`config.mk`:
```
export PLATFORM = sky130hd
export DESIGN_NAME = ddo_fifo
export DESIGN_NICKNAME = d
export VERILOG_FILES = /design/src/ddo_pkg.sv /design/src/ddo_fifo.sv
export SDC_FILE = /design/constraint.sdc
export NUM_CORES = 1
export LEC_CHECK = 0
export BUFFER_PORTS_ARGS = -buffer_cell sky130_fd_sc_hd__buf_2
export CAP_MARGIN = 10
export CORE_ASPECT_RATIO = 1.25
export CORE_MARGIN = 2
export CORE_UTILIZATION = 46
export DETAILED_ROUTE_END_ITERATION = 10
export PLACE_DENSITY = 0.71
export REMOVE_ABC_BUFFERS = 1
export SYNTH_ARGS = -nofsm -noshare
export SYNTH_HDL_FRONTEND = slang
export SYNTH_SLANG_ARGS = --single-unit
```
`constraint.sdc`:
```
create_clock -name aclk -period 6 [get_ports aclk]
set_input_delay 0.6 -clock aclk [delete_from_list [all_inputs] [get_ports aclk]]
set_output_delay 0.6 -clock aclk [all_outputs]
set_load 0.01 [all_outputs]
```
`src/ddo_pkg.sv`:
```
// shared types, constants and functions for the differential drive odometry block
`default_nettype none

package ddo_pkg;

    localparam int PosW        = 32;
    localparam int DeltaW      = 33;
    localparam int DiffW       = 34;
    localparam int AxisW       = 20;
    localparam int ThrW        = 16;
    localparam int CfgIdxW     = 8;
    localparam int CfgDataW    = 32;
    localparam int DivW        = 62;
    localparam int CordW       = 34;
    localparam int ProdW       = 2 * CordW;
    localparam int CordicSteps = 30;
    localparam int StepW       = 5;
    localparam int YawShift    = 28;
    localparam int QueueDepthDefault = 2;

    localparam logic [AxisW-1:0] AXIS_RESET = 20'd30147;
    localparam logic [ThrW-1:0]  THR_RESET  = 16'd66;

    localparam logic [CfgIdxW-1:0] CFG_AXIS_LENGTH        = 8'd0;
    localparam logic [CfgIdxW-1:0] CFG_STRAIGHT_THRESHOLD = 8'd1;

    localparam logic [DivW-1:0]         TWO_PI_DIV  = 62'd3373259426;
    localparam logic signed [CordW-1:0] TWO_PI_Q29  = 34'sd3373259426;
    localparam logic signed [CordW-1:0] PI_Q29      = 34'sd1686629713;
    localparam logic signed [CordW-1:0] HALF_PI_Q29 = 34'sd843314857;
    localparam logic signed [CordW-1:0] CORDIC_GAIN = 34'sd652032874;
    localparam logic signed [CordW-1:0] Q30_ONE     = 34'sd1073741824;
    // 2^62 / two pi in Q29, rounded down so the quotient estimate never overshoots
    localparam logic signed [CordW-1:0] RECIP_2PI   = 34'sd1367130550;

    typedef enum logic [1:0] {
        KIND_INCOMPLETE,
        KIND_STRAIGHT,
        KIND_ARC
    } ddo_kind_t;

    typedef struct packed {
        ddo_kind_t                 kind;
        logic signed [DeltaW-1:0]  dl;
        logic signed [DeltaW-1:0]  dr;
    } ddo_entry_t;

    typedef struct packed {
        logic            start;
        logic [DivW-1:0] dividend;
        logic [DivW-1:0] divisor;
    } ddo_div_req_t;

    typedef struct packed {
        logic            busy;
        logic [DivW-1:0] quot;
    } ddo_div_rsp_t;

    typedef enum logic [3:0] {
        B_IDLE,
        B_YAW,
        B_RCP,
        B_QM,
        B_SUB,
        B_MOD,
        B_CORDIC,
        B_FIX,
        B_MSC,
        B_MSS,
        B_RAD,
        B_MXH,
        B_MXL,
        B_MYH,
        B_MYL,
        B_FIN
    } ddo_state_t;

    // atan(2^-i) in Q30
    function automatic logic [CordW-1:0] atan_q30(input logic [StepW-1:0] i);
        logic [CordW-1:0] v;
        case (i)
            5'd0:  v = 34'd843314856;
            5'd1:  v = 34'd497837829;
            5'd2:  v = 34'd263043836;
            5'd3:  v = 34'd133525158;
            5'd4:  v = 34'd67021686;
            5'd5:  v = 34'd33543515;
            5'd6:  v = 34'd16775850;
            5'd7:  v = 34'd8388437;
            5'd8:  v = 34'd4194282;
            5'd9:  v = 34'd2097149;
            5'd10: v = 34'd1048575;
            5'd11: v = 34'd524287;
            5'd12: v = 34'd262143;
            5'd13: v = 34'd131071;
            5'd14: v = 34'd65535;
            5'd15: v = 34'd32767;
            5'd16: v = 34'd16383;
            5'd17: v = 34'd8191;
            5'd18: v = 34'd4095;
            5'd19: v = 34'd2047;
            5'd20: v = 34'd1023;
            5'd21: v = 34'd511;
            5'd22: v = 34'd255;
            5'd23: v = 34'd127;
            5'd24: v = 34'd63;
            5'd25: v = 34'd31;
            5'd26: v = 34'd15;
            5'd27: v = 34'd8;
            5'd28: v = 34'd4;
            5'd29: v = 34'd2;
            default: v = '0;
        endcase
        return v;
    endfunction

    // magnitude with sign applied, saturated to 32 bit signed
    function automatic logic [PosW-1:0] sat_mag(input logic [63:0] r, input logic neg);
        logic [PosW-1:0] v;
        if (neg) begin
            v = (r > 64'h0000_0000_8000_0000) ? 32'h8000_0000 : (32'd0 - r[PosW-1:0]);
        end else begin
            v = (r > 64'h0000_0000_7FFF_FFFF) ? 32'h7FFF_FFFF : r[PosW-1:0];
        end
        return v;
    endfunction

    function automatic logic [PosW-1:0] clamp_q30(input logic signed [CordW-1:0] v);
        logic signed [CordW-1:0] c;
        if (v > Q30_ONE) begin
            c = Q30_ONE;
        end else if (v < -Q30_ONE) begin
            c = -Q30_ONE;
        end else begin
            c = v;
        end
        return c[PosW-1:0];
    endfunction

endpackage

`default_nettype wire

```
`src/ddo_fifo.sv`:
```
// short queue of classified steps between front and back
`default_nettype none

module ddo_fifo #(
    parameter int DEPTH = ddo_pkg::QueueDepthDefault
) (
    input  wire logic                aclk,
    input  wire logic                aresetn,
    input  wire logic                push,
    input  wire ddo_pkg::ddo_entry_t entry_in,
    output logic                     full,
    output logic                     valid,
    input  wire logic                pop,
    output ddo_pkg::ddo_entry_t      entry_out
);
    import ddo_pkg::*;

    localparam int PtrW = $clog2(DEPTH);
    localparam int CntW = $clog2(DEPTH + 1);

    ddo_entry_t       mem_reg [DEPTH];
    logic [PtrW-1:0]  wr_ptr_reg, wr_ptr_next;
    logic [PtrW-1:0]  rd_ptr_reg, rd_ptr_next;
    logic [CntW-1:0]  count_reg, count_next;
    logic             do_push, do_pop;

    assign full      = (count_reg == CntW'(DEPTH));
    assign valid     = (count_reg != '0);
    assign entry_out = mem_reg[rd_ptr_reg];
    assign do_push   = push && !full;
    assign do_pop    = pop && valid;

    always_comb begin
        wr_ptr_next = wr_ptr_reg;
        rd_ptr_next = rd_ptr_reg;
        count_next  = count_reg;
        if (do_push) begin
            wr_ptr_next = (wr_ptr_reg == PtrW'(DEPTH - 1)) ? '0 : wr_ptr_reg + 1'b1;
        end
        if (do_pop) begin
            rd_ptr_next = (rd_ptr_reg == PtrW'(DEPTH - 1)) ? '0 : rd_ptr_reg + 1'b1;
        end
        if (do_push && !do_pop) begin
            count_next = count_reg + 1'b1;
        end else if (do_pop && !do_push) begin
            count_next = count_reg - 1'b1;
        end
    end

    always_ff @(posedge aclk) begin
        if (do_push) begin
            mem_reg[wr_ptr_reg] <= entry_in;
        end
    end

    always_ff @(posedge aclk) begin
        if (!aresetn) begin
            wr_ptr_reg <= '0;
            rd_ptr_reg <= '0;
            count_reg  <= '0;
        end else begin
            wr_ptr_reg <= wr_ptr_next;
            rd_ptr_reg <= rd_ptr_next;
            count_reg  <= count_next;
        end
    end

endmodule

`default_nettype wire

```
; Word-level counts from Yosys, hierarchy flattened
; Memories as Yosys holds them, arrays and structs flattened. A register that Yosys moved wholly into a read port is not among the register bits.
; Index checks and enable logic that the tools add are counted.
[totals]
register_bits = 4
mem_bits_rw = 136
inputBits = 72
out_inout_bits = 70
elab_cells = 26
memories = 1
[op_classes]
n_addsub = 4
eq_ne = 1
muxes = 8
reduce_logical = 9
[mem_list]
columns = name, depth, width, rd, rd_clocked_by_memory_dff, write_ports, line_no
row1 = mem_reg, 2, 68, 1, 1, 1, ddo_fifo.sv:21  ; ddo_entry_t mem_reg [DEPTH];
[ops]
columns = op, n
row1 = $mux 1, 6
row2 = $logic_and 1x1->1, 4
row3 = $mux 2, 2
row4 = $reduce_bool 2->1, 2
row5 = $logic_not 1->1, 3
row6 = $add 1x1->1 const B, 2
row7 = $add 2x1->2 const B, 1
row8 = $eq 2x2->1 const B, 1
row9 = $sub 2x1->2 const B, 1

; Longest topological paths before layout
[depth]
ltp_word = 7
ltp_mapped = 7
depth_no_buf = 7

; Worst setup path after synthesis
; OpenSTA, ideal clock, no wires.
[synth_timing]
path_type = input port to flip-flop
startpoint = input push
endpoint = memory mem_reg[0][0] in the netlist's numbering, enable pin
setup_time_ps = 483
arrival_time_ps = 3340
t_required_ps = 5517
setup_slack_ps = 2177
path_stages = 2
path_buffers = 0
path_cell_list = inv_1 > nor3_2
[synth_via]
elab_chain_cells = 3
[synth_lines]
columns = item, line_no
row1 = from (decl), ddo_fifo.sv:9  ; input wire logic push,
row2 = $logic_and 1x1->1, ddo_fifo.sv:30  ; assign do_push = push && !full;
row3 = $mux 1, ddo_fifo.sv:51  ; if (do_push) begin
row4 = $mux 1 (implied by the code), ddo_fifo.sv:52  ; mem_reg[wr_ptr_reg] <= entry_in;
row5 = to (decl), ddo_fifo.sv:21
; Every way passes these cells.

==> flow_summary.yaml <==
global_routing:
  grt_pass1_wl_um: 13330
  grt_antenna_before_repair: 1
  grt_max_degree: 69
  grt_use_total_pct: 14.90
  grt_pass1_vias: 2688
  overflow: 0
setup_path:
  reg2reg_to: "mem_reg[1][38]"
  r2r-start: "count_reg[0]"
  start_kind: "flip-flop"
  cp.required_ns: 5.40
  reg2reg_depth: 2
  cp_cell_sequence: "mux2_2 -> buf_2"
  cp_max_fo: 68
  arrival_ns: 2.03
  cpMaxStageDelayCell: "dfxtp_4"
  rrSetupSlack_ns: 4.16
  critPathTopFamily: "flip-flops"
  worstSetupEndpointType: "output pin"
  critPathBufInv: 1
  crit_path_max_incr_delay_ns: 1.01
  critical_path_class: "reg -> out"
timing:
  post-route-min-period_ns: 2.627
  slew_headroom_pct: 32.26
  setup_violations: 0
  post-route-period-util_pct: 43.78
  fmax_ghz: 0.3807
  timing.final.hold_violations: 0
  drv_slew: 0
  clock_skew_ns: 0.006155
  finalWorstSetupSlack_ns: 3.373
  rsz0062_at_grt: "no"
  setup_tns_ns: 0
  fin_hold_ws_ns: 0.3854
  tightest_slew_ns: 1.016
finish:
  utilization_pct: 59.46
  final_cells: 539
  layout-drive-gt1-share_pct: 59.65
  final_common_cell: "buf_2"
  largest_reg_flops: 136
  layout_common_cells: "buf_2 (141), edfxtp_1 (136), mux2_2 (48)"
  nets: 464
  area_growth_pct: 26.10
  num_antenna_cells: 0
  fillers: 858
floorplan:
  die_w_um: 99.34
  io_pins: 142
  coreArea_um2: 11080
  die_h_um: 123.2
  die-area_um2: 12240
  rows: 43
  initial_core_util_pct: 47.16
logic_synthesis:
  synth_compound_area_share_pct: 0.6225
  synth_simple_gate_area_share_pct: 1.101
  synthMuxAreaShare_pct: 16.09
  ys_seq_area_share_pct: 80.06
  syn_inst: 237
  netlist_area_um2: 5226
  synth-adder-area-share_pct: 0.2394
  yosys_warnings: 0
  yosys_register_bits: 141
  synth_xor_area_share_pct: 0.5028
  yosysUniqueCellTypes: 23
  synth_top_family_by_area: "multiplexers"
  avgSynthCellArea_um2: 22.05
drt:
  drc: 0
  post_drt_wl_per_cell_um: 16.53
  vias_per_cell: 4.907
  vias: 2645
  drt_wl_total_um: 8908
  drt_pass1_iterations: 4
  ant_nets: 0
  drtIter0Drc: 145
clocking:
  post_cts_buffers: 0
  cts.path.max_buffers: 2
  cts.clk_slew.worst_paths_ns: 0.05
  clkLatencyLatePin_ns: 0.40
  cts_made_buffers: 17
  cts_tree: "done"
  holdBufCountCts: 0
  clock_sinks: 141
  htree_levels: 4
  cts-root-buf: "clkbuf_16"
  cts_resized: 0
placed_design:
  dp_slack_ns: 3.761
  numPlacedInstances: 507
  gp_congestion: 0.7012
  dp_hpwl_um: 5725
  io_buffers: 141
hold_path:
  hp-class: "in -> reg"
  min_delay_path_depth: 1
  min_to: "mem_reg[0][13]"
  hp-start: "entry_in[13]"
job:
  maxCapViolations: 0
status:
  status: "complete, no violations"
power:
  power_density_nw_per_um2: 437.8
  power.leakage_uw: 0.002508
  ir_drop_v: 0.0001879
per-layer routing:
metal	share of wire (%)	up-vias	track usage (%)
met3	5.4	13	4.975
met2	54	75	26.52
met4	1.9	2	7.106
met1	38	1311	15.90
met5	0.15	-	0
li1	-	1244	-
cells in the mapped netlist (all sizes together):
| library cell | number | area, µm² |
|---|---|---|
| or2 | 1 | 6.260 |
| mux2 | 68 | 840.8 |
| dfxtp | 5 | 100.1 |
| xor2 | 1 | 8.760 |
| and2 | 3 | 18.77 |
| o21a | 1 | 7.510 |
| a21boi | 2 | 15.02 |
| xnor2 | 2 | 17.52 |
| o21ai | 2 | 10.00 |
| buf | 8 | 65.06 |
| nand2b | 1 | 6.260 |
| edfxtp | 136 | 4084 |
| nor2 | 1 | 3.750 |
| and3 | 1 | 6.260 |
| inv | 2 | 7.500 |
| or3 | 1 | 6.260 |
| nor3 | 1 | 10.01 |
| ha | 1 | 12.51 |
cells by family after synthesis:
kind of cell,count (synthesis)
and+or+nand+nor,9
adders and majority gates,1
muxes,68
DFF,141
xor gates and xnor gates,3
buffers and inverters,10
AOI/OAI and AO/OA,5
report_power, final:
group	internal, µW	switching (µW)	leakage (µW)
Combinational	334	284	0.000948
Sequential	1240	103	0.00131
Clock	566	357	0.000248
Total	2140	744	0.00251
final cells by class:
type / instances / area, µm² / share of cell area (%)
clock buffer: 24 / 451.7 / 6.854
multi-input combinational: 86 / 980.9 / 14.89
timing repair buffer: 143 / 720.7 / 10.94
inverter: 2 / 7.507 / 0.1139
clock inverter: 8 / 72.57 / 1.101
tap: 135 / 168.9 / 2.563
sequential: 141 / 4188 / 63.55
through the flow:
| stage | cell area, µm² | total power [µW] |
|---|---|---|
| floorplan | 5161 | 1758 |
| global placement | 6066 | 1982 |
| detailed placement | 6066 | 2002 |
| CTS | 6590 | 2930 |
| global route | 6590 | 3033 |
| finish | 6590 | 2885 |
worst max-delay path by stage:
| stage | from | to | slack [ns] | cells after the start |
|---|---|---|---|---|
| after floorplan | push | mem_reg[0][0] | 2.18 | 2 |
| after global placement | flip-flop | entry_out[12] | 3.77 | 2 |
| after detailed placement | flip-flop | entry_out[12] | 3.76 | 2 |
| after CTS | flip-flop | entry_out[19] | 3.32 | 2 |
| after global routing | flip-flop | entry_out[12] | 3.25 | 2 |
| final | flip-flop | entry_out[12] | 3.37 | 2 |
worst reg2reg max path, delay by kind of cell (launching register included):
| kind | cells | cell delay (ns) |
|---|---|---|
| flops | 1 | 0.40 |
| simple gates | 2 | 1.03 |
Power figures use the tool's default switching activity.
