===== src/ddo_pkg.sv =====
// shared types, constants and functions for the differential drive odometry block
`default_nettype none

package ddo_pkg;

    localparam int PosW        = 32;
    localparam int DeltaW      = 33;
    localparam int DiffW       = 34;
    localparam int AxisW       = 20;
    localparam int ThrW        = 16;
    localparam int CfgIdxW     = 8;
    localparam int CfgDataW    = 32;
    localparam int DivW        = 62;
    localparam int CordW       = 34;
    localparam int ProdW       = 2 * CordW;
    localparam int CordicSteps = 30;
    localparam int StepW       = 5;
    localparam int YawShift    = 28;
    localparam int QueueDepthDefault = 2;

    localparam logic [AxisW-1:0] AXIS_RESET = 20'd30147;
    localparam logic [ThrW-1:0]  THR_RESET  = 16'd66;

    localparam logic [CfgIdxW-1:0] CFG_AXIS_LENGTH        = 8'd0;
    localparam logic [CfgIdxW-1:0] CFG_STRAIGHT_THRESHOLD = 8'd1;

    localparam logic [DivW-1:0]         TWO_PI_DIV  = 62'd3373259426;
    localparam logic signed [CordW-1:0] TWO_PI_Q29  = 34'sd3373259426;
    localparam logic signed [CordW-1:0] PI_Q29      = 34'sd1686629713;
    localparam logic signed [CordW-1:0] HALF_PI_Q29 = 34'sd843314857;
    localparam logic signed [CordW-1:0] CORDIC_GAIN = 34'sd652032874;
    localparam logic signed [CordW-1:0] Q30_ONE     = 34'sd1073741824;
    // 2^62 / two pi in Q29, rounded down so the quotient estimate never overshoots
    localparam logic signed [CordW-1:0] RECIP_2PI   = 34'sd1367130550;

    typedef enum logic [1:0] {
        KIND_INCOMPLETE,
        KIND_STRAIGHT,
        KIND_ARC
    } ddo_kind_t;

    typedef struct packed {
        ddo_kind_t                 kind;
        logic signed [DeltaW-1:0]  dl;
        logic signed [DeltaW-1:0]  dr;
    } ddo_entry_t;

    typedef struct packed {
        logic            start;
        logic [DivW-1:0] dividend;
        logic [DivW-1:0] divisor;
    } ddo_div_req_t;

    typedef struct packed {
        logic            busy;
        logic [DivW-1:0] quot;
    } ddo_div_rsp_t;

    typedef enum logic [3:0] {
        B_IDLE,
        B_YAW,
        B_RCP,
        B_QM,
        B_SUB,
        B_MOD,
        B_CORDIC,
        B_FIX,
        B_MSC,
        B_MSS,
        B_RAD,
        B_MXH,
        B_MXL,
        B_MYH,
        B_MYL,
        B_FIN
    } ddo_state_t;

    // atan(2^-i) in Q30
    function automatic logic [CordW-1:0] atan_q30(input logic [StepW-1:0] i);
        logic [CordW-1:0] v;
        case (i)
            5'd0:  v = 34'd843314856;
            5'd1:  v = 34'd497837829;
            5'd2:  v = 34'd263043836;
            5'd3:  v = 34'd133525158;
            5'd4:  v = 34'd67021686;
            5'd5:  v = 34'd33543515;
            5'd6:  v = 34'd16775850;
            5'd7:  v = 34'd8388437;
            5'd8:  v = 34'd4194282;
            5'd9:  v = 34'd2097149;
            5'd10: v = 34'd1048575;
            5'd11: v = 34'd524287;
            5'd12: v = 34'd262143;
            5'd13: v = 34'd131071;
            5'd14: v = 34'd65535;
            5'd15: v = 34'd32767;
            5'd16: v = 34'd16383;
            5'd17: v = 34'd8191;
            5'd18: v = 34'd4095;
            5'd19: v = 34'd2047;
            5'd20: v = 34'd1023;
            5'd21: v = 34'd511;
            5'd22: v = 34'd255;
            5'd23: v = 34'd127;
            5'd24: v = 34'd63;
            5'd25: v = 34'd31;
            5'd26: v = 34'd15;
            5'd27: v = 34'd8;
            5'd28: v = 34'd4;
            5'd29: v = 34'd2;
            default: v = '0;
        endcase
        return v;
    endfunction

    // magnitude with sign applied, saturated to 32 bit signed
    function automatic logic [PosW-1:0] sat_mag(input logic [63:0] r, input logic neg);
        logic [PosW-1:0] v;
        if (neg) begin
            v = (r > 64'h0000_0000_8000_0000) ? 32'h8000_0000 : (32'd0 - r[PosW-1:0]);
        end else begin
            v = (r > 64'h0000_0000_7FFF_FFFF) ? 32'h7FFF_FFFF : r[PosW-1:0];
        end
        return v;
    endfunction

    function automatic logic [PosW-1:0] clamp_q30(input logic signed [CordW-1:0] v);
        logic signed [CordW-1:0] c;
        if (v > Q30_ONE) begin
            c = Q30_ONE;
        end else if (v < -Q30_ONE) begin
            c = -Q30_ONE;
        end else begin
            c = v;
        end
        return c[PosW-1:0];
    endfunction

endpackage

`default_nettype wire


===== src/ddo_front.sv =====
// front end: tread deltas, sample history and step classification
`default_nettype none

module ddo_front (
    input  wire logic                          aclk,
    input  wire logic                          aresetn,
    input  wire logic                          s_valid,
    output logic                               s_ready,
    input  wire logic signed [ddo_pkg::PosW-1:0] s_left_position,
    input  wire logic                          s_left_present,
    input  wire logic signed [ddo_pkg::PosW-1:0] s_right_position,
    input  wire logic                          s_right_present,
    input  wire logic [ddo_pkg::ThrW-1:0]      straight_threshold,
    input  wire logic                          q_full,
    output logic                               q_push,
    output ddo_pkg::ddo_entry_t                q_entry
);
    import ddo_pkg::*;

    logic signed [PosW-1:0]   prev_left_reg, prev_left_next;
    logic signed [PosW-1:0]   prev_right_reg, prev_right_next;
    logic                     first_reg, first_next;
    logic signed [DeltaW-1:0] dl, dr;
    logic signed [DiffW-1:0]  diff;
    logic [DiffW-1:0]         adiff;
    logic                     accept;

    assign s_ready = !q_full;
    assign accept  = s_valid && !q_full;
    assign q_push  = accept;

    always_comb begin
        dl = '0;
        dr = '0;
        if (s_left_present && !first_reg) begin
            dl = DeltaW'(s_left_position) - DeltaW'(prev_left_reg);
        end
        if (s_right_present && !first_reg) begin
            dr = DeltaW'(s_right_position) - DeltaW'(prev_right_reg);
        end
        diff  = DiffW'(dr) - DiffW'(dl);
        adiff = diff[DiffW-1] ? -diff : diff;
        q_entry.dl = dl;
        q_entry.dr = dr;
        if (!(s_left_present && s_right_present)) begin
            q_entry.kind = KIND_INCOMPLETE;
        end else if (adiff > DiffW'(straight_threshold)) begin
            q_entry.kind = KIND_ARC;
        end else begin
            q_entry.kind = KIND_STRAIGHT;
        end
    end

    always_comb begin
        prev_left_next  = prev_left_reg;
        prev_right_next = prev_right_reg;
        first_next      = first_reg;
        if (accept) begin
            if (s_left_present) begin
                prev_left_next = s_left_position;
            end
            if (s_right_present) begin
                prev_right_next = s_right_position;
            end
            first_next = 1'b0;
        end
    end

    always_ff @(posedge aclk) begin
        if (!aresetn) begin
            prev_left_reg  <= '0;
            prev_right_reg <= '0;
            first_reg      <= 1'b1;
        end else begin
            prev_left_reg  <= prev_left_next;
            prev_right_reg <= prev_right_next;
            first_reg      <= first_next;
        end
    end

endmodule

`default_nettype wire


===== config.mk =====
export PLATFORM = sky130hd
export DESIGN_NAME = ddo_front
export DESIGN_NICKNAME = d
export VERILOG_FILES = /design/src/ddo_pkg.sv /design/src/ddo_front.sv
export SDC_FILE = /design/constraint.sdc
export NUM_CORES = 1
export LEC_CHECK = 0
export BUFFER_PORTS_ARGS = -buffer_cell sky130_fd_sc_hd__buf_2
export CORE_ASPECT_RATIO = 1.25
export CORE_UTILIZATION = 53
export CTS_CLUSTER_DIAMETER = 120
export CTS_CLUSTER_SIZE = 24
export DETAILED_ROUTE_END_ITERATION = 16
export HOLD_SLACK_MARGIN = 0.03
export PLACE_DENSITY = 0.87
export REMOVE_ABC_BUFFERS = 1
export SYNTH_ARGS = -nofsm -noshare
export SYNTH_HDL_FRONTEND = slang
export SYNTH_SLANG_ARGS = --single-unit

===== constraint.sdc =====
create_clock -name aclk -period 8 [get_ports aclk]
set_clock_uncertainty 0.1 [all_clocks]
set_input_delay 0.4 -clock aclk [delete_from_list [all_inputs] [get_ports aclk]]
set_output_delay 0.4 -clock aclk [all_outputs]
set_load 0.02 [all_outputs]

# Word level (Yosys, flattened, before mapping)
# Cells that the tools add are included.
dict set report word_totals {
  regBits 65
  in_bits 86
  output_inout_bits 70
}
dict set report op_classes {
  n_addsub 4
  n_lt_le_gt_ge 1
  n_mux 5
  n_reduce_logical 8
}
# op count
set op_table {}
lappend op_table {{two-way mux 33 bit} 2}
lappend op_table {{subtractor 32 x 32 -> 33 bit} 2}
lappend op_table {{greater-than comparator 34 x 16 -> 1 bit} 1}
lappend op_table {{two-way mux 34 bit} 1}
lappend op_table {{negation 34 bit} 1}
lappend op_table {{subtractor 33 x 33 -> 34 bit} 1}
lappend op_table {{logical AND 1 bit} 4}
lappend op_table {{two-way mux 2 bit} 2}
lappend op_table {{AND reduction 2 bit} 2}
lappend op_table {{zero test 1 bit} 2}

# Longest topological paths before layout
dict set report depth {
  depth_word 9
  depth_mapped 38
}

# Worst setup path after synthesis
# No wires, ideal clock.
dict set report synth_path {
  kind {input-to-output}
  startpoint {input port s_right_position[1] (netlist name)}
  endpoint {output port q_entry[66] (netlist name)}
  arrival_ns 7.735
  path_slack_ns -0.235
  stages 37
  n_path_buf 3
  cell_sequence {ha_1 -> nor2b_1 -> o31a_1 -> o31a_1 -> o41a_1 -> a2111oi_0 -> o21ai_0 -> a21oi_1 -> nor2b_1 -> o21a_1 -> nor2_1 -> xor2_1 -> nor2_1 -> ha_1 -> clkbuf_1 -> nand2_1 -> o21a_1 -> a211oi_1 -> or2_2 -> nand2_1 -> o21a_1 -> clkbuf_8 -> clkbuf_1 -> o21ai_0 -> xnor2_1 -> ha_1 -> a21o_1 -> a21o_1 -> a21oi_1 -> o21ai_0 -> a21o_1 -> a221o_1 -> a32oi_1 -> o211ai_1 -> a2111oi_1 -> nand4_1 -> nor3_1}
}
# item line
set synth_lines {}
lappend synth_lines {{start: declaration} ddo_front.sv:11} ;# input wire logic signed [ddo_pkg::PosW-1:0] s_right_position,
lappend synth_lines {{end: declaration} ddo_front.sv:16} ;# output ddo_pkg::ddo_entry_t q_entry

==> metrics.cfg <==
[place]
dpl.cell_count = 1788
dpl_worst_slack_ns = -0.573
buffer_ports.inserted = 155
dp_hpwl_mm = 21.8
place_area_sq_mm = 0.0111
gp_congestion = 0.944

[route]
route.antenna.remaining_nets = 0
wire_per_inst_um = 15.4
first_iter_violations = 804
via_per_inst = 5.84
drt_drc_violations_left = 0
postRouteWirelength_mm = 28.0
drt_first_pass_iters = 5
vias = 10600

[synthesis]
yosys_warnings = 0
number_of_synthesized_flops_with_an_enable_pin = 0
post_synth.cell_area_avg_sq_um = 6.97
yosys-top-cells-area = ha_1, dfxtp_1, nand2_1
yosysSeqAreaShare_pct = 13.8
mappedNetlistArea_sq_mm = 0.00945
synth_seq_cells = 65
synth-async-reset-ratio_pct = 0
synth_top_area_share_pct = 15.1
synthFlopType = dfxtp_1
yosysTopAreaCell = ha_1
synthCells = 1356
yosysUniqueCellTypes = 87

[die]
die_area_sq_mm = 0.0184
dieHeight_um = 151
io-pin-count = 156
die_x_um = 121
initial_utilization_pct = 54.2
core.rowCount = 54
coreArea_sq_mm = 0.0174

[sta]
slew_headroom_pct = 17.6
finalHoldViolations = 0
drv_slew = 0
worst-slew-pin-transition_ns = 1.24
unrepaired_setup_endpoints_after_global_routing = true
timing.final.crit_period_ns = 8.10
fmax_ghz = 0.123
setup_viol_count_final = 2
setup_slack_ns = -0.105
post-route-period-util_pct = 101
timing.hold.ws_ns = 0.215
setup_total_neg_slack_ns = -0.166

[critical_path]
worstSetupEndpointType = primary output
worst_path_largest_cell_delay_ns = 0.40
worst_ep_required_time_ns = 7.50
worst_path_max_delay_cell = o41a_1
crit_path_start_kind = flop
crit_path_max_fanout = 6
path_class = flop to primary output
crit_top_cell = o31a_1
critical_path_arrival_ns = 7.60

[clock_network]
worstSkewPairLatency_ns = 0.34
cts.clk_slew.worst_paths_ns = 0.06
h_tree_depth_reported_by_cts = 3
cts_buffer_depth = 2
tritoncts.num_buffers = 9
clock_tree_from_tritoncts = built
hold_buffers = 0
clk_root_buffer_cell = clkbuf_16
tritoncts_num_sinks = 65

[power_and_ir_drop]
vdd_ir_drop_max_mv = 0.102
pwr_density_cell_mw_per_mm2 = 175
sw_frac_of_total_pct = 41.5
power.share.combinational_pct = 60.2
total_power_mw = 2.04
cell_internal_pwr_mw = 1.19
sequential_share_of_power_pct = 16.7
power.switching_mw = 0.847
power.static_leakage_nw = 5.48
clock_power_share_pct = 23.1

[grt]
grt_most_used_layer = met2
globalRouteMet1Util_pct = 33.8
met3_track_demand_over_resource_pct = 3.61
largest_net_degree_at_the_start_of_global_routing = 66
via_count_of_the_first_global_routing_pass = 9960
grt-ovfl-total = 0
grt_antenna_before_repair = 0
globalRouteTotalUtil_pct = 30.3
globalRouteMet2Util_pct = 54.4
grt_pass1_wl_mm = 45.1

[layout]
fill_cells = 1417
mostFrequentLayoutCells = nand2_1, buf_2, inv_1
postLayoutCoreUtil_pct = 66.9
layout-area-overhead-vs-synth_pct = 23.3
n_diodes = 0
regArea_sq_mm = 0.00130
share_of_layout_cells_above_drive_strength_1_pct = 21.7
layout.cells.non_filler = 1811
layout_commonest_cell = nand2_1
multiInputGateArea_sq_mm = 0.00759
num-nets-final = 1785
final_design_area_no_fill_sq_mm = 0.0117

[outcome]
failed_checks = setup timing
status = complete, but fails checks

[job]
timing.max_cap.violations = 0

[min_path]
worstHoldPathType = input port to flop

==> critical path: cells and delay by family (launching register included) <==
family | cells | cell delay (ns)
AO/OA/AOI/OAI | 20 | 4.15
AND/OR/NAND/NOR | 5 | 0.78
adder cells (fa/ha/maj) | 3 | 0.77
buffers and inverters | 5 | 0.64
multiplexers | 1 | 0.35
flip-flops | 1 | 0.34
XOR/XNOR | 1 | 0.20
==> Yosys cell counts (all sizes together), types with 32 or more instances <==
cell type  count
nand2        226
inv          129
ha           114
nor2          97
a21oi         85
a21boi        71
dfxtp         65
xnor2         59
o21ai         52
clkbuf        47
a21o          42
nor3          33
nand3         32
==> kinds of logic (layout without fill, tap and decap cells) <==
logic type | after synthesis | count (layout) | share of synthesized area (%)
fa+ha+maj | 117 | 117 | 15.7
compound gates | 377 | 377 | 27.8
simple gates | 516 | 516 | 25.6
xor+xnor | 87 | 87 | 8.14
mux | 10 | 10 | 1.10
buf+inv | 184 | 415 | 7.85
flops | 65 | 65 | 13.8
==> metal layers <==
| layer | wire (um) | vias to the layer above |
|---|---|---|
| met1 | 11200 | 4878 |
| li1 | - | 5216 |
| met2 | 13800 | 360 |
| met4 | 1680 | 0 |
| met3 | 1310 | 114 |
| met5 | 0 | - |
==> power by group through the flow <==
stage / clock (mW) / sequential [mW] / combinational (mW)
after floorplan: 0 / 0.346 / 0.822
after global placement: 0 / 0.346 / 1.12
after detailed placement: 0 / 0.347 / 1.15
after CTS: 0.474 / 0.340 / 1.19
after global routing: 0.486 / 0.341 / 1.35
final: 0.471 / 0.340 / 1.23
==> what timing repair did <==
item                                    CTS  global route
gates resized for setup                  26            24
buffers inserted                          6             1
cloned                                    0             0
endpoints found under the setup margin    2             2
pin swaps                                 7             6
==> layout make-up <==
type	instances	share of cell area (%)
repair buffers	270	14.2
flip-flops and latches	65	11.2
inverters	129	4.15
well taps	224	2.40
clock buffers	10	1.96
clock inverters	6	0.988
multi-input cells	1107	65.1
==> final timing paths <==
check / start / to / slack, ns / cells after the start
worst max-delay path: prev_right_reg[1] / q_entry[67] / -0.10 / 35
worst min-delay path: s_right_position[0] / prev_right_reg[0] / 0.22 / 3
worst max register to register: prev_right_reg[24] / prev_right_reg[24] / 7.14 / 2
worst min register to register: prev_left_reg[18] / prev_left_reg[18] / 0.36 / 2
Note: power is estimated with default switching activity, not from simulation.
