File: config.mk
export PLATFORM = sky130hd
export DESIGN_NAME = ddo_div
export DESIGN_NICKNAME = d
export VERILOG_FILES = /design/src/ddo_pkg.sv /design/src/ddo_div.sv
export SDC_FILE = /design/constraint.sdc
export NUM_CORES = 1
export LEC_CHECK = 0
export BUFFER_PORTS_ARGS = -buffer_cell sky130_fd_sc_hd__buf_4
export CAP_MARGIN = 10
export CORE_MARGIN = 5
export CORE_UTILIZATION = 45
export CTS_BUF_LIST = sky130_fd_sc_hd__clkbuf_8
export DETAILED_ROUTE_END_ITERATION = 8
export HOLD_SLACK_MARGIN = 0.03
export PLACE_DENSITY = 0.66
export SLEW_MARGIN = 20
export SYNTH_ARGS = -nofsm -noshare
export SYNTH_HDL_FRONTEND = slang
export SYNTH_SLANG_ARGS = --single-unit
File: constraint.sdc
create_clock -name aclk -period 4.35 [get_ports aclk]
set_clock_uncertainty 0.2 [all_clocks]
set_input_delay 0.2175 -clock aclk [delete_from_list [all_inputs] [get_ports aclk]]
set_output_delay 0.2175 -clock aclk [all_outputs]
set_load 0.01 [all_outputs]
File: src/ddo_pkg.sv
// shared types, constants and functions for the differential drive odometry block
`default_nettype none

package ddo_pkg;

    localparam int PosW        = 32;
    localparam int DeltaW      = 33;
    localparam int DiffW       = 34;
    localparam int AxisW       = 20;
    localparam int ThrW        = 16;
    localparam int CfgIdxW     = 8;
    localparam int CfgDataW    = 32;
    localparam int DivW        = 62;
    localparam int CordW       = 34;
    localparam int ProdW       = 2 * CordW;
    localparam int CordicSteps = 30;
    localparam int StepW       = 5;
    localparam int YawShift    = 28;
    localparam int QueueDepthDefault = 2;

    localparam logic [AxisW-1:0] AXIS_RESET = 20'd30147;
    localparam logic [ThrW-1:0]  THR_RESET  = 16'd66;

    localparam logic [CfgIdxW-1:0] CFG_AXIS_LENGTH        = 8'd0;
    localparam logic [CfgIdxW-1:0] CFG_STRAIGHT_THRESHOLD = 8'd1;

    localparam logic [DivW-1:0]         TWO_PI_DIV  = 62'd3373259426;
    localparam logic signed [CordW-1:0] TWO_PI_Q29  = 34'sd3373259426;
    localparam logic signed [CordW-1:0] PI_Q29      = 34'sd1686629713;
    localparam logic signed [CordW-1:0] HALF_PI_Q29 = 34'sd843314857;
    localparam logic signed [CordW-1:0] CORDIC_GAIN = 34'sd652032874;
    localparam logic signed [CordW-1:0] Q30_ONE     = 34'sd1073741824;
    // 2^62 / two pi in Q29, rounded down so the quotient estimate never overshoots
    localparam logic signed [CordW-1:0] RECIP_2PI   = 34'sd1367130550;

    typedef enum logic [1:0] {
        KIND_INCOMPLETE,
        KIND_STRAIGHT,
        KIND_ARC
    } ddo_kind_t;

    typedef struct packed {
        ddo_kind_t                 kind;
        logic signed [DeltaW-1:0]  dl;
        logic signed [DeltaW-1:0]  dr;
    } ddo_entry_t;

    typedef struct packed {
        logic            start;
        logic [DivW-1:0] dividend;
        logic [DivW-1:0] divisor;
    } ddo_div_req_t;

    typedef struct packed {
        logic            busy;
        logic [DivW-1:0] quot;
    } ddo_div_rsp_t;

    typedef enum logic [3:0] {
        B_IDLE,
        B_YAW,
        B_RCP,
        B_QM,
        B_SUB,
        B_MOD,
        B_CORDIC,
        B_FIX,
        B_MSC,
        B_MSS,
        B_RAD,
        B_MXH,
        B_MXL,
        B_MYH,
        B_MYL,
        B_FIN
    } ddo_state_t;

    // atan(2^-i) in Q30
    function automatic logic [CordW-1:0] atan_q30(input logic [StepW-1:0] i);
        logic [CordW-1:0] v;
        case (i)
            5'd0:  v = 34'd843314856;
            5'd1:  v = 34'd497837829;
            5'd2:  v = 34'd263043836;
            5'd3:  v = 34'd133525158;
            5'd4:  v = 34'd67021686;
            5'd5:  v = 34'd33543515;
            5'd6:  v = 34'd16775850;
            5'd7:  v = 34'd8388437;
            5'd8:  v = 34'd4194282;
            5'd9:  v = 34'd2097149;
            5'd10: v = 34'd1048575;
            5'd11: v = 34'd524287;
            5'd12: v = 34'd262143;
            5'd13: v = 34'd131071;
            5'd14: v = 34'd65535;
            5'd15: v = 34'd32767;
            5'd16: v = 34'd16383;
            5'd17: v = 34'd8191;
            5'd18: v = 34'd4095;
            5'd19: v = 34'd2047;
            5'd20: v = 34'd1023;
            5'd21: v = 34'd511;
            5'd22: v = 34'd255;
            5'd23: v = 34'd127;
            5'd24: v = 34'd63;
            5'd25: v = 34'd31;
            5'd26: v = 34'd15;
            5'd27: v = 34'd8;
            5'd28: v = 34'd4;
            5'd29: v = 34'd2;
            default: v = '0;
        endcase
        return v;
    endfunction

    // magnitude with sign applied, saturated to 32 bit signed
    function automatic logic [PosW-1:0] sat_mag(input logic [63:0] r, input logic neg);
        logic [PosW-1:0] v;
        if (neg) begin
            v = (r > 64'h0000_0000_8000_0000) ? 32'h8000_0000 : (32'd0 - r[PosW-1:0]);
        end else begin
            v = (r > 64'h0000_0000_7FFF_FFFF) ? 32'h7FFF_FFFF : r[PosW-1:0];
        end
        return v;
    endfunction

    function automatic logic [PosW-1:0] clamp_q30(input logic signed [CordW-1:0] v);
        logic signed [CordW-1:0] c;
        if (v > Q30_ONE) begin
            c = Q30_ONE;
        end else if (v < -Q30_ONE) begin
            c = -Q30_ONE;
        end else begin
            c = v;
        end
        return c[PosW-1:0];
    endfunction

endpackage

`default_nettype wire

File: src/ddo_div.sv
// restoring unsigned divider, one quotient bit per cycle
`default_nettype none

module ddo_div (
    input  wire logic                  aclk,
    input  wire logic                  aresetn,
    input  wire ddo_pkg::ddo_div_req_t req,
    output ddo_pkg::ddo_div_rsp_t      rsp
);
    import ddo_pkg::*;

    localparam int CntW = $clog2(DivW);

    logic            busy_reg, busy_next;
    logic [CntW-1:0] cnt_reg, cnt_next;
    logic [DivW-1:0] rem_reg, rem_next;
    logic [DivW-1:0] quot_reg, quot_next;
    logic [DivW-1:0] divisor_reg, divisor_next;
    logic [DivW:0]   shifted, trial;

    assign rsp.busy = busy_reg;
    assign rsp.quot = quot_reg;

    always_comb begin
        shifted      = {rem_reg, quot_reg[DivW-1]};
        trial        = shifted - {1'b0, divisor_reg};
        busy_next    = busy_reg;
        cnt_next     = cnt_reg;
        rem_next     = rem_reg;
        quot_next    = quot_reg;
        divisor_next = divisor_reg;
        if (req.start) begin
            busy_next    = 1'b1;
            cnt_next     = '0;
            rem_next     = '0;
            quot_next    = req.dividend;
            divisor_next = req.divisor;
        end else if (busy_reg) begin
            if (!trial[DivW]) begin
                rem_next  = trial[DivW-1:0];
                quot_next = {quot_reg[DivW-2:0], 1'b1};
            end else begin
                rem_next  = shifted[DivW-1:0];
                quot_next = {quot_reg[DivW-2:0], 1'b0};
            end
            cnt_next = cnt_reg + 1'b1;
            if (cnt_reg == CntW'(DivW - 1)) begin
                busy_next = 1'b0;
            end
        end
    end

    always_ff @(posedge aclk) begin
        rem_reg     <= rem_next;
        quot_reg    <= quot_next;
        divisor_reg <= divisor_next;
        cnt_reg     <= cnt_next;
    end

    always_ff @(posedge aclk) begin
        if (!aresetn) begin
            busy_reg <= 1'b0;
        end else begin
            busy_reg <= busy_next;
        end
    end

endmodule

`default_nettype wire

# Word-level counts from Yosys, hierarchy flattened
# Cells that the tools add are included.
# totals
word_cells	16
n_memories	0
inputBits	127
reg_bits	193
latchBits	0
out_inout_bits	63
ram_bits	0
romBits	0
# op_classes
shift	0
n_bitwise	0
n_reduce_logical	1
order_cmp	0
n_mux	7
div_mod_pow	0
addsub	2
n_eq_ne	1
n_mul	0
# op_table
op	count
$mux 62	3
$sub 63x62->63	1
$add 6x1->6 const B	1
$eq 6x6->1 const B	1
$mux 1	4
$reduce_bool 2->1	1

# Logic depth before layout (Yosys ltp)
# depth
ltp_word	4
depth_mapped	15
mapped_depth_nobuf	13

# Worst setup path after synthesis
# Ideal clock, no wire load.
# synth_path
kind	reg2reg
from	reg quot_reg[61]
to	reg rem_reg[40]
arrival_time_ns	3.354
setup_ns	0.088
path_slack_ns	0.708
period_less_slack_ns	3.642
stages_incl_launch_ff	15
t_required_ns	4.062
cell_sequence	edfxtp_1 inv_1 ha_1 fa_1 nand2b_1 a21o_1 a211o_1 a2111oi_4 nor3_4 a211oi_4 o31a_4 nor3_4 buf_2 or3_1 a311oi_2
# synth_via
elab_chain_cells	2
# synth_lines
element	line_no	rtl
start, declared	ddo_div.sv:17	logic [DivW-1:0] quot_reg, quot_next;
start signal, assigned	ddo_div.sv:55	quot_reg <= quot_next;
$sub 63x62->63	ddo_div.sv:26	trial = shifted - {1'b0, divisor_reg};
$mux 62	ddo_div.sv:39	if (!trial[DivW]) begin
end signal, assigned	ddo_div.sv:54	rem_reg <= rem_next;
end, declared	ddo_div.sv:16	logic [DivW-1:0] rem_reg, rem_next;
# Every way passes these cells.
# A chain may end at the register's enable or synchronous reset.

# Final worst setup path
# layout_path
from	reg quot_reg[61]
to	reg rem_reg[53]
# Same word-level chain as after synthesis.

==> impl_metrics.yaml <==
route:
  wire_per_inst_um: 17.74
  dr.pass1.iters: 5
  totalWireLength_um: 33030
  drc_errors: 0
  initialDrtViolationCount: 790
  vias: 10410
  ant_nets: 0
  via_per_inst: 5.590
place:
  port_buffers: 189
  place_congestion: 0.9364
  placed_cells: 1701
  pre_cts_ws_ps: 69.96
  hpwl_um: 22670
  place_area_um2: 13500
grt:
  grt-ovfl-total: 0
  antenna_found_initial: 0
  grt_pass1_vias: 10410
  grt_max_degree: 143
  grt.total_usage: 0.2186
  grt_pass1_wl_um: 52530
pwr:
  p_leak_nw: 6.230
  pwr-share-comb: 0.329
  p_switching_mw: 1.873
  clockPowerShare: 0.241
  p_sw_frac: 0.3575
  intPower_mw: 3.367
  vdd_ir_drop_max_mv: 0.1934
  power_density_nw_per_um2: 344.3
  p_seq_frac: 0.430
timing:
  whs_ps: 242.2
  report.final.setup_viol: 0
  maxSlewHeadroom: 0.3995
  slew_violations: 0
  worst_pin_slew_ps: 895.9
  period_minus_slack_ps: 4173
  fmax_mhz: 239.6
  setup_slack_ps: 177.0
  hold_viol: 0
  post-route-period-util: 0.9593
  rsz0062_at_grt: "yes"
worst_setup_path:
  worstPathRequired_ps: 4540
  cp-start-kind: "register"
  r2r-start: "quot_reg[61]"
  r2r_slack_ps: 180
  ff2ff_path_depth: 14
  critPathCaptureType: "register"
  timing.rr.end: "rem_reg[53]"
  worstPathMaxFanout: 21
  crit_type: "reg -> reg"
  crit_arrival_ps: 4360
die:
  fp.dieH_um: 171.4
  rows: 59
  start_util: 0.4539
  ios: 190
  die-area_um2: 29390
  design.core.area_um2: 25840
  die_w_um: 171.4
layout:
  diodes: 0
  fill_cells: 2208
  instances_no_fill: 1862
  stdcell_area_um2: 15220
  drive_gt1_frac: 0.2115
  area_growth_pct: 29.73
  finalNetCount: 1706
logic_synthesis:
  synthTopCellsByArea: "edfxtp_1 32%, dfxtp_1 12%, ha_1 6.8%, mux2_2 6.0%, a311oi_1 4.0%"
  synthFlopType: "edfxtp_1"
  synth_nets: 1419
  yosys.area.top_type: "edfxtp_1"
  async_flop_share: 0
  avgSynthCellArea_um2: 9.559
  synth-edff-count: 124
  yosysUniqueCellTypes: 63
  synth_warnings: 0
  ys_ff_latch: 193
  synthCells: 1227
  seq_area_frac_synth: 0.4352
  synth_top_area_frac: 0.3175
  synthesis.area_um2: 11730
clock_network:
  numCtsBuffers: 17
  cts_sinks: 193
  clk_path_buf_depth: 2
  clk_latency_ps: 490
  path_clk_slew_ps: 130
  htree_levels: 4
  clockRootBuffer: "clkbuf_8"
  cts_tree: "yes"
  post_cts_resized: 0
job:
  maxCapViolCount: 0
hold_path:
  holdCritStartpoint: "req[40]"
  hold-path-cell-count: 2
  holdPathEnd: "divisor_reg[40]"
  min_path_type: "in -> reg"
run_status:
  status: "finished, final reports clean"
-- how the worst max path moves through the flow --
stage	cells past startpoint	slack [ps]	endpoint	start
2_1_floorplan	14	710	rem_reg[40]	quot_reg[61]
4_1_cts	13	50	rem_reg[29]	divisor_reg[17]
6_report	14	180	rem_reg[53]	quot_reg[61]
3_3_place_gp	13	190	rem_reg[40]	divisor_reg[13]
5_1_grt	14	-3	rem_reg[3]	quot_reg[61]
3_5_place_dp	13	70	rem_reg[29]	divisor_reg[17]
-- worst max-delay path, cell delays in order (launching register included) --
cell	delay [ps]
edfxtp_1	400
inv_1	60
ha_1	210
fa_1	380
nand2b_1	190
a21o_1	200
a211o_1	340
a2111oi_4	370
nor3_4	110
a211oi_4	290
o31a_4	260
nor3_4	110
buf_12	200
or4b_1	510
a311oi_1	260
-- area by class of cell --
type,instances,area (µm²),area share
multi-input cells,882,6045,0.3973
flip-flops and latches,193,5109,0.3357
repair buffers,334,2889,0.1899
well taps,335,419.2,0.02755
inverters,86,322.8,0.02122
clock buffers,17,234.0,0.01538
clock inverters,15,197.7,0.01299
-- timing repair --
item	in CTS	in global routing
buffers inserted	0	1
endpoints found under the hold margin	158	0
setup endpoints to repair	0	42
hold buffers	126	0
-- logic make-up after synthesis --
family                     after synthesis  synth area share
AOI/OAI and AO/OA                      355            0.2015
and+or+nand+nor                        341            0.1380
DFF                                    193            0.4352
buffers and inverters                  154           0.05302
adders and majority gates               65           0.06998
muxes                                   63           0.06038
xor gates and xnor gates                56           0.04182
-- layout by cell type (no fill, tap or decap), drive strengths merged, types with 2 or more instances in the layout --
master,n
o211ai,11
or4,3
a41oi,2
nor4,2
clkbuf,17
a211o,4
edfxtp,124
nand3,64
nand4,25
a311oi,55
nor2b,7
o21bai,16
and3,10
dlygate4sd3,126
a21oi,94
or3,6
a211oi,8
buf,208
a2111oi,4
and2,6
and4,2
ha,64
mux2,62
nand2b,13
o2111ai,2
a21o,28
clkinv,6
o21ai,98
nor3,22
inv,95
o31ai,7
dfxtp,69
a21boi,5
a31oi,6
xnor2,38
o21a,8
xor2,18
nor2,106
nand2,73
-- layer usage --
layer  vias to the layer above  part of all wire  wire (µm)  track usage
li1                       5105                 -          -            -
met1                      4965              0.44      14470       0.2844
met2                       312              0.48      15990       0.3750
met3                        27             0.067       2225      0.05171
met4                         0             0.010        336      0.04271
met5                         -                 0          0            0
-- cells in the mapped netlist, drive strengths merged, types with 2 or more instances --
cell and count:
a21oi 94, o21ai 97, o31ai 7, nor2 106, nor3 21, and4 2
o21bai 16, a211oi 8, inv 86, or3 6, xor2 18, nor4 2
a31oi 6, a211o 4, a21boi 5, nand4 25, and2 6, o2111ai 2
xnor2 38, nand3 64, nand2 73, edfxtp 124, a41oi 2, buf 25
or4 3, o211ai 11, a21o 28, a311oi 55, mux2 62, a2111oi 4
ha 64, dfxtp 69, nand2b 13, nor2b 7, and3 10, o21a 8
clkbuf 43
-- power by group through the flow --
stage | sequential (mW) | combinational [mW] | clock [mW]
4_1_cts | 2.25 | 1.69 | 1.31
3_5_place_dp | 2.29 | 1.59 | 0
3_3_place_gp | 2.29 | 1.58 | 0
2_1_floorplan | 2.29 | 1.07 | 0
5_1_grt | 2.28 | 1.89 | 1.37
6_report | 2.25 | 1.72 | 1.26
-- through the flow --
step / power, mW / setup TNS, ps / util
after floorplan: 3.361 / 0 / -
after global placement: 3.868 / 0 / 0.5224
after detailed placement: 3.880 / 0 / 0.5224
after CTS: 5.256 / 0 / 0.5879
after global routing: 5.537 / -3.306 / 0.5889
final: 5.240 / 0 / 0.5889
Note: power is estimated with default switching activity, not from simulation.
